--- config.mk ---
export PLATFORM = sky130hd
export DESIGN_NAME = msp_v1_frame_encoder
export DESIGN_NICKNAME = d
export VERILOG_FILES = /design/src/hw/rtl/mspfe_pkg.sv /design/src/hw/rtl/mspfe_front.sv /design/src/hw/rtl/mspfe_queue.sv /design/src/hw/rtl/mspfe_back.sv /design/src/hw/rtl/msp_v1_frame_encoder.sv
export SDC_FILE = /design/constraint.sdc
export NUM_CORES = 1
export LEC_CHECK = 0
export BUFFER_PORTS_ARGS = -buffer_cell sky130_fd_sc_hd__buf_4
export CAP_MARGIN = 20
export CORE_MARGIN = 2
export CORE_UTILIZATION = 45
export DETAILED_ROUTE_END_ITERATION = 8
export GPL_TIMING_DRIVEN = 0
export SLEW_MARGIN = 20
export SYNTH_ARGS = -nofsm -noshare
export SYNTH_HDL_FRONTEND = slang
export SYNTH_HIERARCHICAL = 1
export SYNTH_SLANG_ARGS = --single-unit
--- constraint.sdc ---
create_clock -name clk -period 3.4 [get_ports clk]
set_input_delay 1.02 -clock clk [delete_from_list [all_inputs] [get_ports clk]]
set_output_delay 1.02 -clock clk [all_outputs]
set_load 0.01 [all_outputs]
--- src/hw/rtl/mspfe_pkg.sv ---
`timescale 1ns / 1ps
// Shared types and constants for the MSP v1 request framer.
// No dependencies; used by every module of the block.
package mspfe_pkg;

  localparam logic [7:0] SYNC_DOLLAR = 8'h24;  // '$'
  localparam logic [7:0] SYNC_M      = 8'h4D;  // 'M'
  localparam logic [7:0] DIR_REQUEST = 8'h3C;  // '<'

  localparam int QUEUE_DEPTH = 4;
  localparam int QUEUE_AW    = $clog2(QUEUE_DEPTH);

  typedef struct packed {
    logic [7:0] command;
    logic [7:0] payload_length;
    logic [7:0] data_byte;
  } req_item_t;

  typedef struct packed {
    logic [7:0] out_byte;
    logic       run_last;
    logic       frame_end;
  } tx_item_t;

  // One classified transaction, as handed from the front to the back.
  typedef struct packed {
    logic       start;      // emit the five header bytes first
    logic [7:0] len;
    logic [7:0] cmd;
    logic [7:0] dat;
    logic       has_data;   // emit dat
    logic       has_check;  // emit check and close the frame
    logic [7:0] check;
  } job_t;

  // Queue handshake between front and back.
  typedef struct packed {
    logic full;
    logic empty;
  } queue_status_t;

  // Byte position within a frame.
  typedef enum logic [2:0] {
    POS_DOLLAR,
    POS_M,
    POS_DIR,
    POS_LEN,
    POS_CMD,
    POS_DATA,
    POS_CHECK
  } pos_t;

endpackage

--- src/hw/rtl/mspfe_front.sv ---
`timescale 1ns / 1ps
// Front end: accepts request transactions, tracks frame position and checksum,
// and produces one job per transaction. Depends on mspfe_pkg.
module mspfe_front (
  input  logic                clk,
  input  logic                rst,
  input  logic                req_valid,
  output logic                req_stall,
  input  mspfe_pkg::req_item_t req,
  input  mspfe_pkg::queue_status_t qstat,
  output logic                push,
  output mspfe_pkg::job_t     job
);

  logic [7:0] bytes_left;
  logic [7:0] bytes_left_next;
  logic [7:0] running_check;
  logic [7:0] running_check_next;
  logic [7:0] chk_hdr;
  logic [7:0] chk_dat;

  assign req_stall = qstat.full;
  assign push      = req_valid && !qstat.full;

  always_comb begin
    chk_hdr            = req.payload_length ^ req.command;
    chk_dat            = 8'h00;
    job                = '0;
    job.len            = req.payload_length;
    job.cmd            = req.command;
    job.dat            = req.data_byte;
    bytes_left_next    = bytes_left;
    running_check_next = running_check;
    if (bytes_left == 8'd0) begin
      job.start = 1'b1;
      if (req.payload_length == 8'd0) begin
        job.has_data       = 1'b0;
        job.has_check      = 1'b1;
        job.check          = chk_hdr;
        bytes_left_next    = 8'd0;
        running_check_next = 8'h00;
      end else begin
        chk_dat            = chk_hdr ^ req.data_byte;
        job.has_data       = 1'b1;
        job.has_check      = (req.payload_length == 8'd1);
        job.check          = chk_dat;
        bytes_left_next    = req.payload_length - 8'd1;
        running_check_next = job.has_check ? 8'h00 : chk_dat;
      end
    end else begin
      chk_dat            = running_check ^ req.data_byte;
      job.start          = 1'b0;
      job.has_data       = 1'b1;
      job.has_check      = (bytes_left == 8'd1);
      job.check          = chk_dat;
      bytes_left_next    = bytes_left - 8'd1;
      running_check_next = job.has_check ? 8'h00 : chk_dat;
    end
  end

  always_ff @(posedge clk) begin
    if (rst) begin
      bytes_left    <= 8'd0;
      running_check <= 8'h00;
    end else if (push) begin
      bytes_left    <= bytes_left_next;
      running_check <= running_check_next;
    end
  end

endmodule

--- src/hw/rtl/mspfe_queue.sv ---
`timescale 1ns / 1ps
// Small first-word-fall-through job queue between front and back.
// Depends on mspfe_pkg.
module mspfe_queue (
  input  logic                     clk,
  input  logic                     rst,
  input  logic                     push,
  input  mspfe_pkg::job_t          push_job,
  input  logic                     pop,
  output mspfe_pkg::job_t          head,
  output mspfe_pkg::queue_status_t qstat
);

  mspfe_pkg::job_t                 mem [mspfe_pkg::QUEUE_DEPTH];
  logic [mspfe_pkg::QUEUE_AW-1:0]  wr_ptr;
  logic [mspfe_pkg::QUEUE_AW-1:0]  rd_ptr;
  logic [mspfe_pkg::QUEUE_AW:0]    count;

  assign head        = mem[rd_ptr];
  assign qstat.full  = (count == (mspfe_pkg::QUEUE_AW+1)'(mspfe_pkg::QUEUE_DEPTH));
  assign qstat.empty = (count == '0);

  always_ff @(posedge clk) begin
    if (push) begin
      mem[wr_ptr] <= push_job;
    end
  end

  always_ff @(posedge clk) begin
    if (rst) begin
      wr_ptr <= '0;
      rd_ptr <= '0;
      count  <= '0;
    end else begin
      if (push) begin
        wr_ptr <= wr_ptr + 1'b1;
      end
      if (pop) begin
        rd_ptr <= rd_ptr + 1'b1;
      end
      case ({push, pop})
        2'b10:   count <= count + 1'b1;
        2'b01:   count <= count - 1'b1;
        default: count <= count;
      endcase
    end
  end

endmodule

--- src/hw/rtl/mspfe_back.sv ---
`timescale 1ns / 1ps
// Back end: walks each queued job through its frame bytes, one byte per
// cycle unless tx is stalled, into the output register. Depends on mspfe_pkg.
module mspfe_back (
  input  logic                     clk,
  input  logic                     rst,
  input  mspfe_pkg::job_t          head,
  input  mspfe_pkg::queue_status_t qstat,
  output logic                     pop,
  output logic                     tx_valid,
  input  logic                     tx_stall,
  output mspfe_pkg::tx_item_t      tx
);

  mspfe_pkg::pos_t     pos;
  mspfe_pkg::pos_t     pos_next;
  mspfe_pkg::pos_t     cur;
  logic                started;
  logic                advance;
  logic                last;
  mspfe_pkg::tx_item_t tx_next;

  assign advance = !qstat.empty && (!tx_valid || !tx_stall);
  assign pop     = advance && last;

  always_comb begin
    if (started) begin
      cur = pos;
    end else begin
      cur = head.start ? mspfe_pkg::POS_DOLLAR : mspfe_pkg::POS_DATA;
    end
    tx_next  = '0;
    last     = 1'b0;
    pos_next = cur;
    unique case (cur)
      mspfe_pkg::POS_DOLLAR: begin
        tx_next.out_byte = mspfe_pkg::SYNC_DOLLAR;
        pos_next         = mspfe_pkg::POS_M;
      end
      mspfe_pkg::POS_M: begin
        tx_next.out_byte = mspfe_pkg::SYNC_M;
        pos_next         = mspfe_pkg::POS_DIR;
      end
      mspfe_pkg::POS_DIR: begin
        tx_next.out_byte = mspfe_pkg::DIR_REQUEST;
        pos_next         = mspfe_pkg::POS_LEN;
      end
      mspfe_pkg::POS_LEN: begin
        tx_next.out_byte = head.len;
        pos_next         = mspfe_pkg::POS_CMD;
      end
      mspfe_pkg::POS_CMD: begin
        tx_next.out_byte = head.cmd;
        pos_next         = head.has_data ? mspfe_pkg::POS_DATA : mspfe_pkg::POS_CHECK;
      end
      mspfe_pkg::POS_DATA: begin
        tx_next.out_byte = head.dat;
        last             = !head.has_check;
        pos_next         = mspfe_pkg::POS_CHECK;
      end
      mspfe_pkg::POS_CHECK: begin
        tx_next.out_byte  = head.check;
        tx_next.frame_end = 1'b1;
        last              = 1'b1;
        pos_next          = mspfe_pkg::POS_DOLLAR;
      end
      default: begin
        tx_next.out_byte = head.check;
        last             = 1'b1;
        pos_next         = mspfe_pkg::POS_DOLLAR;
      end
    endcase
    tx_next.run_last = last;
  end

  always_ff @(posedge clk) begin
    if (rst) begin
      pos     <= mspfe_pkg::POS_DOLLAR;
      started <= 1'b0;
    end else if (advance) begin
      pos     <= pos_next;
      started <= !last;
    end
  end

  always_ff @(posedge clk) begin
    if (rst) begin
      tx_valid <= 1'b0;
    end else if (advance) begin
      tx_valid <= 1'b1;
    end else if (!tx_stall) begin
      tx_valid <= 1'b0;
    end
  end

  always_ff @(posedge clk) begin
    if (advance) begin
      tx <= tx_next;
    end
  end

endmodule

--- src/hw/rtl/msp_v1_frame_encoder.sv ---
`timescale 1ns / 1ps
// MSP v1 request framer, top level.
// Depends on mspfe_pkg, mspfe_front, mspfe_queue and mspfe_back.
// Usage:
//   req channel (req_valid / req_stall / req): one transaction per payload
//   byte. At frame start it carries command, payload_length and the first
//   data byte; mid-frame only data_byte is used. A zero-length frame takes
//   one transaction whose data_byte is ignored.
//   tx channel (tx_valid / tx_stall / tx): the frame as a byte stream:
//   '$','M','<', length, command, payload bytes, XOR checksum. run_last
//   marks the final byte caused by a req transaction, frame_end the checksum.
// Timing:
//   With the queue empty, an accepted transaction is written into the job queue,
//   and its first byte is then registered into tx from the queue head.
//   The back end emits one byte per cycle unless tx is stalled; a frame-start
//   transaction yields 6 or 7 bytes and a mid-frame one 1 or 2 bytes.
//   A 4-entry job queue lets the front keep accepting one transaction per
//   cycle while the back works through headers; req_stall rises only when
//   that queue is full. Reset clears frame position, checksum, queue and
//   tx_valid. While tx_stall is high tx holds and the queue absorbs requests.
module msp_v1_frame_encoder (
  input  logic                 clk,
  input  logic                 rst,
  input  logic                 req_valid,
  output logic                 req_stall,
  input  mspfe_pkg::req_item_t req,
  output logic                 tx_valid,
  input  logic                 tx_stall,
  output mspfe_pkg::tx_item_t  tx
);

  mspfe_pkg::queue_status_t qstat;
  mspfe_pkg::job_t          push_job;
  mspfe_pkg::job_t          head;
  logic                     push;
  logic                     pop;

  // Classifies each transaction and tracks bytes_left / running checksum.
  mspfe_front u_front (
    .clk       (clk),
    .rst       (rst),
    .req_valid (req_valid),
    .req_stall (req_stall),
    .req       (req),
    .qstat     (qstat),
    .push      (push),
    .job       (push_job)
  );

  // Decouples accept rate from the multi-byte header expansion.
  mspfe_queue u_queue (
    .clk      (clk),
    .rst      (rst),
    .push     (push),
    .push_job (push_job),
    .pop      (pop),
    .head     (head),
    .qstat    (qstat)
  );

  // Serializes each job, one byte per cycle unless tx is stalled, into the output register.
  mspfe_back u_back (
    .clk      (clk),
    .rst      (rst),
    .head     (head),
    .qstat    (qstat),
    .pop      (pop),
    .tx_valid (tx_valid),
    .tx_stall (tx_stall),
    .tx       (tx)
  );

endmodule

==> flow_metrics.py, run 1 <==
metrics = {
    "cts": {
        "post_cts_resized": 2,
        "clkSlewWorstSetupHoldPaths_ns": 0.06,
        "tritoncts.num_buffers": 17,
        "clock_tree.root_cell": "sky130_fd_sc_hd__clkbuf_16",
        "tritoncts_num_sinks": 180,
        "buffers_from_clock_root_to_sink_at_most": 2,
        "clk-insertion-delay-late_ns": 0.43,
        "post_cts.repair.setup_buffers": 0,
        "cts_max_level": 4,
        "cts-hold-fix-buffers": 0,
        "tritoncts": "yes",
    },
    "timing": {
        "slew_at_the_pin_closest_to_its_max_slew_limit_ns": 1.03,
        "finClkSkew_ns": 0.0129,
        "finalMaxSlewViolations": 0,
        "rsz0062_at_grt": "no",
        "finalCriticalPeriod_ns": 3.22,
        "timing.final.crit_share_pct": 94.8,
        "worst_slew_margin_rel_pct": 30.6,
        "max_freq_mhz": 310,
        "setup-violations-final": 0,
        "hold_viol_final": 0,
        "fin_tns_setup_ns": 0,
    },
    "die": {
        "floorplan.initialDensity_pct": 46.2,
        "floorplan.die.height_um": 140,
        "core.rowCount": 49,
        "fp.dieArea_um2": 19700,
        "core_um2": 18100,
        "num_io_pins": 40,
        "die_width_um": 140,
    },
    "setup_path": {
        "timing.critical_path.slowest_cell_delay_ns": 0.61,
        "critical-path-top-delay-family": "multiplexers",
        "critical_path.reg2reg.endpoint": "u_queue/count[2]",
        "timing.setup.critical_path_class": "reg -> reg",
        "signal_arrival_time_at_the_worst_endpoint_ns": 3.58,
        "r2r.worst_path.cells": 11,
        "timing.reg2reg.setup_slack_ns": 0.18,
        "critPathSlowestCell": "sky130_fd_sc_hd__mux4_2",
        "critical_path.startpoint_type": "flip-flop",
        "worst-path-max-fanout": 10,
        "cp_num_buf_inv": 3,
        "crit_chain": "buf_6 -> buf_12 -> mux4_2 -> o32ai_4 -> and2_4 -> ha_1 -> inv_1 -> fa_1 -> xor2_1 -> or3_1 -> a21oi_1",
        "timing.critical_path.required_ns": 3.75,
        "crit_path_end_kind": "flip-flop",
    },
    "logic_synthesis": {
        "ys_top_cells_by_area": "sky130_fd_sc_hd__edfxtp_1, sky130_fd_sc_hd__mux4_2, sky130_fd_sc_hd__dfxtp_1",
        "synth_largest_area_cell": "sky130_fd_sc_hd__edfxtp_1",
        "post_synth_num_cell_types": 66,
        "synthFlopType": "sky130_fd_sc_hd__edfxtp_1",
        "number_of_flops_mapped_to_enable_cells_by_yosys": 150,
        "postSynthNetCount": 619,
        "syn-instance-count": 579,
        "post-synth-top-area-fraction_pct": 53.9,
        "yosys.cell_count.top_type": "sky130_fd_sc_hd__edfxtp_1",
        "synth.ff_latch_count": 180,
        "synthesis.area_per_instance_um2": 14.4,
        "ys.warnings.count": 6,
        "postSynth.asyncResetShare_pct": 0,
        "post_synthesis_instance_area_um2": 8360,
        "synth_top_cells_by_count": "sky130_fd_sc_hd__edfxtp_1, sky130_fd_sc_hd__nor2_1, sky130_fd_sc_hd__buf_4, sky130_fd_sc_hd__dfxtp_1, sky130_fd_sc_hd__mux4_2",
        "ys_seq_area_share_pct": 61.1,
    },
    "drt": {
        "drt_pre_antenna_iters": 5,
        "vias_per_cell": 5.76,
        "vias": 5076,
        "drc": 0,
        "drt_first_iter_violations": 368,
        "finalWirelength_um": 19400,
        "avgRoutedWirePerCell_um": 22.0,
        "final_antenna_net_count": 0,
    },
    "grt": {
        "first_global_vias": 5239,
        "grtUsageMet1_pct": 27.7,
        "grt_util_met3_pct": 4.62,
        "grt_pass1_wl_um": 30200,
        "global_route.overflow_total": 0,
        "grt.met2_usage_pct": 33.7,
        "largest_net_degree_at_the_start_of_global_routing": 24,
        "grt_usage_pct": 20.7,
        "number_of_antenna_violations_at_the_first_check_in_global_routing": 0,
        "busiest_layer": "met2",
    },
    "finish": {
        "antenna_diode_count": 0,
        "area.growth.synth_to_final_pct": 14.9,
        "finish.net_count": 679,
        "utilization_pct": 53.1,
        "drive_gt1_share_pct": 25.8,
        "instances_no_fill": 881,
    },
    "place": {
        "place.gp.congestion": 0.811,
        "place_inst": 849,
        "detailed_place_hpwl_um": 13400,
        "io_buffer_count": 37,
    },
    "run_status": {
        "outcome": "completed",
    },
    "min_path": {
        "hold_path_startpoint": "u_back/tx_valid",
        "hold_end": "u_back/tx_valid",
        "whs_path_depth": 2,
        "holdCritPathClass": "reg -> reg",
    },
    "power": {
        "worst_ir_drop_vdd_v": 0.000411,
        "pwr_density_cell_nw_per_um2": 806,
        "standby_leakage_power_nw": 3.37,
    },
    "run": {
        "timing.max_cap.violations": 0,
    },
}
registers in the layout, indices dropped and copies added, names as in the netlist, named ones only:
register               cells
u_back/tx                 10
u_back/pos                 3
u_back/started             1
u_queue/mem              140
u_queue/rd_ptr             2
u_back/tx_valid            1
u_queue/wr_ptr             2
u_queue/count              3
u_front/running_check      8
u_front/bytes_left         8
routing by layer:
| metal | vias up | part of all wire (%) |
|---|---|---|
| li1 | 2295 | - |
| met5 | - | 0 |
| met1 | 2614 | 44 |
| met2 | 138 | 49 |
| met4 | 0 | 1.8 |
| met3 | 29 | 4.5 |
how the worst max path moves through the flow:
stage                         start                 to  cells after the start
after global routing      flip-flop   u_queue/count[2]                     11
after global placement    req_valid  u_queue/mem[2][4]                      5
after detailed placement   tx_stall   u_queue/count[2]                     10
after floorplan           req_valid  u_queue/mem[0][0]                      5
after CTS                 flip-flop   u_queue/count[2]                     11
final                     flip-flop   u_queue/count[2]                     11
layout by cell type, fill, tap and decap left out, types with 4 or more instances in the layout:
master	count
sky130_fd_sc_hd__a211oi_1	6
sky130_fd_sc_hd__a21oi_1	17
sky130_fd_sc_hd__a31oi_1	7
sky130_fd_sc_hd__and2_2	4
sky130_fd_sc_hd__buf_12	7
sky130_fd_sc_hd__buf_2	7
sky130_fd_sc_hd__buf_4	68
sky130_fd_sc_hd__clkbuf_1	7
sky130_fd_sc_hd__clkbuf_16	17
sky130_fd_sc_hd__clkinv_4	4
sky130_fd_sc_hd__dfxtp_1	30
sky130_fd_sc_hd__edfxtp_1	150
sky130_fd_sc_hd__ha_1	11
sky130_fd_sc_hd__inv_1	24
sky130_fd_sc_hd__mux2_2	5
sky130_fd_sc_hd__mux2i_1	5
sky130_fd_sc_hd__mux4_1	5
sky130_fd_sc_hd__mux4_2	30
sky130_fd_sc_hd__nand2_1	27
sky130_fd_sc_hd__nand2b_1	5
sky130_fd_sc_hd__nand3_1	8
sky130_fd_sc_hd__nand3b_1	14
sky130_fd_sc_hd__nand4_1	4
sky130_fd_sc_hd__nor2_1	42
sky130_fd_sc_hd__nor3_1	7
sky130_fd_sc_hd__o21ai_0	16
sky130_fd_sc_hd__o21ai_1	5
sky130_fd_sc_hd__o22ai_1	5
sky130_fd_sc_hd__o31ai_1	8
sky130_fd_sc_hd__or3_1	5
sky130_fd_sc_hd__xnor2_1	19
sky130_fd_sc_hd__xor2_1	19
cell families (layout without fill, tap and decap cells):
group                    Yosys count  count (layout)  share of synthesized area, %
AND/OR/NAND/NOR                  140             140                          8.95
flip-flops                       180             180                          61.1
buffers and inverters             76             149                          5.75
multiplexers                      46              46                          11.1
XOR/XNOR                          38              38                          3.98
adder cells (fa/ha/maj)           12              12                          1.89
AO/OA/AOI/OAI                     87              87                          7.23
tightest hold or removal path: cells and delay by family (launching register included):
family,cells,cell delay [ns]
flip-flops,1,0.33
AO/OA/AOI/OAI,1,0.05
AND/OR/NAND/NOR,1,0.06
power breakdown:
group          switching, W  total [W]  internal, W
logic               0.00154    0.00272      0.00118
clock network      0.000819    0.00190      0.00108
registers          0.000182    0.00311      0.00293
through the flow:
| step | hold slack, ns | power (W) | area (um2) | worst slack [ns] |
|---|---|---|---|---|
| finish | 0.486 | 0.00773 | 9600 | 0.176 |
| global route | 0.525 | 0.00814 | 9600 | 0.0268 |
| CTS | 0.490 | 0.00775 | 9580 | 0.00916 |
| detailed placement | 0.481 | 0.00583 | 9010 | -0.171 |
| global placement | 0.456 | 0.00573 | 8920 | -0.946 |
| floorplan | 0.467 | 0.00500 | 8360 | 0.231 |
layout make-up:
cell class / count / area [um2]
well taps: 229 / 287
fillers: 1511 / 8490
inverters: 25 / 93.8
clock inverters: 13 / 134
plain buffers: 51 / 389
repair buffers: 41 / 358
clock buffers: 19 / 433
flip-flops and latches: 180 / 5100
multi-input cells: 323 / 2800
Power figures use the tool's default switching activity.
==> run 2, diff against run 1 <==
--- a/config.mk
+++ b/config.mk
@@ -8,9 +8,10 @@
 export BUFFER_PORTS_ARGS = -buffer_cell sky130_fd_sc_hd__buf_4
 export CAP_MARGIN = 20
 export CORE_MARGIN = 2
-export CORE_UTILIZATION = 45
+export CORE_UTILIZATION = 55
 export DETAILED_ROUTE_END_ITERATION = 8
 export GPL_TIMING_DRIVEN = 0
+export PLACE_DENSITY = 0.73
 export SLEW_MARGIN = 20
 export SYNTH_ARGS = -nofsm -noshare
 export SYNTH_HDL_FRONTEND = slang
==> flow_metrics.py, run 2 (synthesized netlist as in run 1, its figures left out) <==
metrics = {
    "run": {
        "timing.max_cap.violations": 0,
    },
    "cts": {
        "clkSlewWorstSetupHoldPaths_ns": 0.07,
        "post_cts.repair.setup_buffers": 0,
        "tritoncts_num_sinks": 180,
        "buffers_from_clock_root_to_sink_at_most": 2,
        "clk-insertion-delay-late_ns": 0.43,
        "cts_max_level": 4,
        "tritoncts": "yes",
        "tritoncts.num_buffers": 17,
        "clock_tree.root_cell": "sky130_fd_sc_hd__clkbuf_16",
        "cts-hold-fix-buffers": 0,
        "post_cts_resized": 1,
    },
    "finish": {
        "biggestRegsByFlops": "u_queue/mem x140, u_back/tx x10",
        "instances_no_fill": 841,
        "layout.cells.most_common": "sky130_fd_sc_hd__edfxtp_1",
        "area.growth.synth_to_final_pct": 15.0,
        "drive_gt1_share_pct": 26.2,
        "most-common-layout-cells": "sky130_fd_sc_hd__edfxtp_1, sky130_fd_sc_hd__buf_4, sky130_fd_sc_hd__nor2_1",
        "antenna_diode_count": 0,
        "largest_reg_flops": 140,
        "top_register": "u_queue/mem",
        "finish.net_count": 680,
        "fillers": 1076,
    },
    "grt": {
        "grt_pass1_wl_um": 28000,
        "first_global_vias": 4990,
        "busiest_layer": "met2",
        "grtUsageMet1_pct": 32.3,
        "grt_util_met3_pct": 4.56,
        "largest_net_degree_at_the_start_of_global_routing": 21,
        "global_route.overflow_total": 0,
        "grt.met2_usage_pct": 37.8,
        "number_of_antenna_violations_at_the_first_check_in_global_routing": 0,
        "grt_usage_pct": 23.4,
    },
    "setup_path": {
        "cp_num_buf_inv": 3,
        "timing.setup.critical_path_class": "reg -> reg",
        "crit_chain": "buf_6 -> buf_12 -> mux4_2 -> o32ai_2 -> and2_2 -> ha_1 -> inv_1 -> fa_1 -> xor2_1 -> or3_1 -> a21oi_1",
        "critPathSlowestCell": "sky130_fd_sc_hd__mux4_2",
        "critical-path-top-delay-family": "multiplexers",
        "timing.critical_path.required_ns": 3.76,
        "signal_arrival_time_at_the_worst_endpoint_ns": 3.60,
        "timing.critical_path.slowest_cell_delay_ns": 0.60,
        "critical_path.startpoint_type": "flip-flop",
        "worst-path-max-fanout": 10,
        "crit_path_end_kind": "flip-flop",
    },
    "timing": {
        "finClkSkew_ns": 0.0103,
        "finalMaxSlewViolations": 0,
        "final.hold.worst_slack_ns": 0.478,
        "slew_at_the_pin_closest_to_its_max_slew_limit_ns": 0.815,
        "worst_slew_margin_rel_pct": 45.0,
        "hold_viol_final": 0,
        "setup-violations-final": 0,
        "max_freq_mhz": 309,
        "finalCriticalPeriod_ns": 3.24,
        "timing.final.crit_share_pct": 95.2,
    },
    "power": {
        "standby_leakage_power_nw": 3.39,
        "clock_power_share_pct": 25.7,
        "power_switching_w": 0.00249,
        "pwr_density_cell_nw_per_um2": 809,
        "seq_power_share_pct": 40.1,
        "switching_share_pct": 32.0,
        "power.internal_w": 0.00528,
        "worst_ir_drop_vdd_v": 0.000409,
        "comb_power_share_pct": 34.1,
    },
    "drt": {
        "drt_pre_antenna_iters": 5,
        "vias_per_cell": 5.94,
        "final_antenna_net_count": 0,
        "drc": 0,
        "drt_first_iter_violations": 499,
        "finalWirelength_um": 17800,
        "avgRoutedWirePerCell_um": 21.2,
        "vias": 4999,
    },
    "min_path": {
        "holdCritPathClass": "reg -> reg",
    },
    "die": {
        "core.rowCount": 45,
        "num_io_pins": 40,
        "core_um2": 15000,
        "fp.dieArea_um2": 16200,
        "die_width_um": 127,
        "floorplan.die.height_um": 127,
        "floorplan.initialDensity_pct": 55.6,
    },
    "place": {
        "place.gp.congestion": 0.925,
        "detailed_place_hpwl_um": 12500,
        "place_inst": 808,
        "io_buffer_count": 37,
    },
    "run_status": {
        "outcome": "completed",
    },
}
-- run 2: cell count changes in the layout (fill, tap and decap cells not counted), sizes merged --
cell / before / now
clkinv: 9 / 5
clkinvlp: 1 / 3
inv: 26 / 28
buf: 86 / 87
bufinv: 2 / 3
clkbuf: 25 / 24
-- run 2: power groups by stage --
stage | sequential (W) | clock, W | combinational [W]
3_5_place_dp | 0.00316 | 0 | 0.00261
4_1_cts | 0.00311 | 0.00203 | 0.00264
3_3_place_gp | 0.00314 | 0 | 0.00252
5_1_grt | 0.00315 | 0.00212 | 0.00289
6_report | 0.00312 | 0.00200 | 0.00265
2_1_floorplan | 0.00315 | 0 | 0.00185
-- run 2: worst paths after layout --
kind / slack (ns) / cells past startpoint / start / to
worst max-delay path: 0.16 / 11 / flip-flop / u_queue/count[2]
worst min-delay path: 0.48 / 2 / u_back/tx_valid / u_back/tx_valid
worst max register to register: 0.16 / 11 / flip-flop / u_queue/count[2]
worst min register to register: 0.48 / 2 / u_back/tx_valid / u_back/tx_valid
-- run 2: final cells by class --
cell class	instances	area [um2]	area share (%)
repair buffers	42	393	4.09
plain buffers	51	389	4.05
inverters	25	93.8	0.977
well taps	188	235	2.45
clock buffers	18	429	4.47
clock inverters	14	178	1.85
flip-flops and latches	180	5100	53.1
multi-input cells	323	2790	29.0
-- run 2: stage by stage --
stage / worst slack, ns / instance area, um2 / total power (W) / setup TNS (ns) / util (%)
finish: 0.162 / 9610 / 0.00777 / 0 / 63.9
global placement: -0.712 / 8870 / 0.00566 / -97.78 / 59.0
CTS: 0.0139 / 9590 / 0.00778 / 0 / 63.8
floorplan: 0.231 / 8360 / 0.00500 / 0 / -
global route: -0.0137 / 9610 / 0.00816 / -0.0137 / 63.9
detailed placement: -0.0501 / 8980 / 0.00577 / -0.0501 / 59.8
-- run 2: worst register-to-register path: stages (launching register included) --
cell	delay, ns
sky130_fd_sc_hd__dfxtp_1	0.33
sky130_fd_sc_hd__buf_6	0.17
sky130_fd_sc_hd__buf_12	0.17
sky130_fd_sc_hd__mux4_2	0.61
sky130_fd_sc_hd__o32ai_2	0.34
sky130_fd_sc_hd__and2_2	0.26
sky130_fd_sc_hd__ha_1	0.22
sky130_fd_sc_hd__inv_1	0.07
sky130_fd_sc_hd__fa_1	0.37
sky130_fd_sc_hd__xor2_1	0.15
sky130_fd_sc_hd__or3_1	0.30
sky130_fd_sc_hd__a21oi_1	0.16
-- run 2: per-layer routing --
metal,vias up,routed length [um]
li1,2301,-
met1,2462,7430
met2,212,8770
met3,24,1320
met4,0,298
met5,-,0
==> run 3, diff against run 2 <==
--- a/config.mk
+++ b/config.mk
@@ -5,6 +5,7 @@
 export SDC_FILE = /design/constraint.sdc
 export NUM_CORES = 1
 export LEC_CHECK = 0
+export ABC_AREA = 1
 export BUFFER_PORTS_ARGS = -buffer_cell sky130_fd_sc_hd__buf_4
 export CAP_MARGIN = 20
 export CORE_MARGIN = 2
==> constraint.sdc (replaced) <==
create_clock -name clk -period 4.1 [get_ports clk]
set_input_delay 1.23 -clock clk [delete_from_list [all_inputs] [get_ports clk]]
set_output_delay 1.23 -clock clk [all_outputs]
set_load 0.01 [all_outputs]
==> flow_metrics.py, run 3 <==
metrics = {
    "run": {
        "timing.max_cap.violations": 0,
    },
    "grt": {
        "grt_pass1_wl_um": 30500,
        "first_global_vias": 5783,
        "global_route.overflow_total": 0,
        "grt_usage_pct": 25.0,
        "number_of_antenna_violations_at_the_first_check_in_global_routing": 0,
        "largest_net_degree_at_the_start_of_global_routing": 30,
    },
    "timing": {
        "hold_viol_final": 0,
        "finalCriticalPeriod_ns": 3.06,
        "max_freq_mhz": 327,
        "slew_at_the_pin_closest_to_its_max_slew_limit_ns": 0.571,
        "finClkSkew_ns": 0.00580,
        "finalMaxSlewViolations": 0,
        "rsz0062_at_grt": "no",
        "setup-violations-final": 0,
        "fin_tns_setup_ns": 0,
        "timing.final.crit_share_pct": 74.6,
        "worst_slew_margin_rel_pct": 62.0,
    },
    "cts": {
        "cts_max_level": 4,
        "tritoncts_num_sinks": 180,
        "post_cts_resized": 0,
        "clkSlewWorstSetupHoldPaths_ns": 0.06,
        "cts-hold-fix-buffers": 0,
        "clk-insertion-delay-late_ns": 0.43,
        "buffers_from_clock_root_to_sink_at_most": 2,
        "tritoncts": "yes",
        "post_cts.repair.setup_buffers": 0,
        "tritoncts.num_buffers": 17,
        "clock_tree.root_cell": "sky130_fd_sc_hd__clkbuf_16",
    },
    "finish": {
        "utilization_pct": 63.6,
        "finish.net_count": 936,
        "top_register": "u_queue/mem",
        "layout.cells.most_common": "sky130_fd_sc_hd__edfxtp_1",
        "most-common-layout-cells": "sky130_fd_sc_hd__edfxtp_1, sky130_fd_sc_hd__nor2_1, sky130_fd_sc_hd__nand2_1",
        "largest_reg_flops": 140,
        "area.growth.synth_to_final_pct": 13.6,
        "biggestRegsByFlops": "u_queue/mem x140, u_back/tx x10",
        "antenna_diode_count": 0,
        "drive_gt1_share_pct": 17.2,
        "final_cell_area_um2": 9590,
    },
    "logic_synthesis": {
        "post_synthesis_instance_area_um2": 8450,
        "synthFlopType": "sky130_fd_sc_hd__edfxtp_1",
        "synth_largest_area_cell": "sky130_fd_sc_hd__edfxtp_1",
        "ys_seq_area_share_pct": 60.4,
        "post_synth_num_cell_types": 37,
        "post-synth-top-area-fraction_pct": 53.3,
        "synth_top_cells_by_count": "sky130_fd_sc_hd__edfxtp_1, sky130_fd_sc_hd__nor2_1, sky130_fd_sc_hd__nand2_1, sky130_fd_sc_hd__o21ai_0, sky130_fd_sc_hd__inv_1",
        "postSynthNetCount": 874,
        "ys.warnings.count": 6,
        "ys_top_cells_by_area": "sky130_fd_sc_hd__edfxtp_1, sky130_fd_sc_hd__dfxtp_1, sky130_fd_sc_hd__nor2_1",
        "postSynth.asyncResetShare_pct": 0,
        "synth.ff_latch_count": 180,
        "yosys.cell_count.top_type": "sky130_fd_sc_hd__edfxtp_1",
        "syn-instance-count": 834,
        "number_of_flops_mapped_to_enable_cells_by_yosys": 150,
        "synthesis.area_per_instance_um2": 10.1,
    },
    "setup_path": {
        "timing.setup.critical_path_class": "reg -> reg",
        "worst-path-max-fanout": 10,
        "critical_path.startpoint_type": "flip-flop",
        "critPathSlowestCell": "sky130_fd_sc_hd__dfxtp_1",
        "path_common_cell": "sky130_fd_sc_hd__nand2_1",
        "critical-path-top-delay-family": "simple AND/OR/NAND/NOR gates",
        "timing.critical_path.required_ns": 4.43,
        "timing.critical_path.slowest_cell_delay_ns": 0.58,
        "cp_num_buf_inv": 5,
        "crit_chain": "inv_2 -> buf_2 -> o21ai_0 -> o22ai_1 -> o21ai_4 -> nand2_1 -> nand2_1 -> nand2_1 -> nor2_1 -> ha_1 -> inv_1 -> fa_1 -> inv_1 -> nand2_1 -> nand3_1 -> nand2_1 -> inv_1 -> nor2_1",
        "crit_path_end_kind": "flip-flop",
        "signal_arrival_time_at_the_worst_endpoint_ns": 3.39,
    },
    "power": {
        "pwr_density_cell_nw_per_um2": 510,
        "power.internal_w": 0.00338,
        "power_switching_w": 0.00151,
        "standby_leakage_power_nw": 3.87,
        "seq_power_share_pct": 47.0,
        "clock_power_share_pct": 29.5,
        "comb_power_share_pct": 23.5,
        "switching_share_pct": 30.9,
        "worst_ir_drop_vdd_v": 0.000286,
        "power_w": 0.00490,
    },
    "die": {
        "core.rowCount": 45,
        "num_io_pins": 40,
        "floorplan.initialDensity_pct": 56.0,
        "die_width_um": 128,
        "fp.dieArea_um2": 16400,
        "core_um2": 15100,
        "floorplan.die.height_um": 128,
    },
    "place": {
        "io_buffer_count": 39,
        "placedInstanceArea_um2": 9080,
        "place.gp.congestion": 0.857,
        "detailed_place_hpwl_um": 13800,
    },
    "min_path": {
        "holdCritPathClass": "reg -> reg",
    },
    "drt": {
        "vias": 6081,
        "drc": 0,
        "vias_per_cell": 5.54,
        "finalWirelength_um": 19800,
        "drt_pre_antenna_iters": 6,
        "avgRoutedWirePerCell_um": 18.0,
        "drt_first_iter_violations": 656,
        "final_antenna_net_count": 0,
    },
    "run_status": {
        "outcome": "completed",
    },
}
-- run 3: changes by cell type in the layout (fill, tap and decap cells not counted), sizes merged, moves of 12 or more --
| cell | before | now |
|---|---|---|
| inv | 28 | 72 |
| mux4 | 35 | 0 |
| nand2 | 29 | 147 |
| nand3 | 8 | 20 |
| nor2 | 42 | 149 |
| o21ai | 21 | 98 |
| o22ai | 5 | 35 |
| xor2 | 19 | 5 |
-- run 3: cell type report --
cell class | count | area, um2
repair buffers | 43 | 395
flip-flops and latches | 180 | 5100
inverters | 70 | 268
well taps | 188 | 235
fillers | 1214 | 5500
clock buffers | 18 | 429
plain buffers | 52 | 382
clock inverters | 14 | 88.8
multi-input cells | 532 | 2690
-- run 3: final timing paths --
| path | startpoint | endpoint | slack (ns) | cells after the start |
|---|---|---|---|---|
| min reg2reg | u_queue/rd_ptr[1] | u_queue/rd_ptr[1] | 0.45 | 1 |
| max | flip-flop | u_queue/count[2] | 1.04 | 18 |
| max reg2reg | flip-flop | u_queue/count[2] | 1.04 | 18 |
| min | u_queue/rd_ptr[1] | u_queue/rd_ptr[1] | 0.45 | 1 |
-- run 3: kinds of logic after synthesis --
family          share of synthesized area, %
compound gates                          10.3
xor+xnor                                1.87
fa+ha+maj                               1.87
buf+inv                                 7.69
flops                                   60.4
simple gates                            17.8
-- run 3: power by group through the flow --
stage	Sequential [W]	Combinational (W)	Clock, W
after floorplan	0.00235	0.000728	0
after global placement	0.00234	0.00110	0
after detailed placement	0.00234	0.00113	0
after CTS	0.00230	0.00114	0.00146
after global routing	0.00231	0.00126	0.00152
final	0.00230	0.00115	0.00144
-- run 3: routing by layer --
layer	vias up	track usage (%)	wire length [um]
met5	-	0	0
met4	0	12.9	821
met3	51	4.92	1330
met2	239	39.4	9240
met1	2840	33.1	8380
li1	2951	-	-
-- run 3: stage by stage --
step | worst slack (ns) | hold slack, ns | instances
after global placement | 0.552 | 0.429 | 1061
after CTS | 1.07 | 0.448 | 1097
after global routing | 0.785 | 0.479 | 1097
after floorplan | 1.26 | 0.412 | 834
final | 1.04 | 0.453 | 1097
after detailed placement | 1.02 | 0.430 | 1065
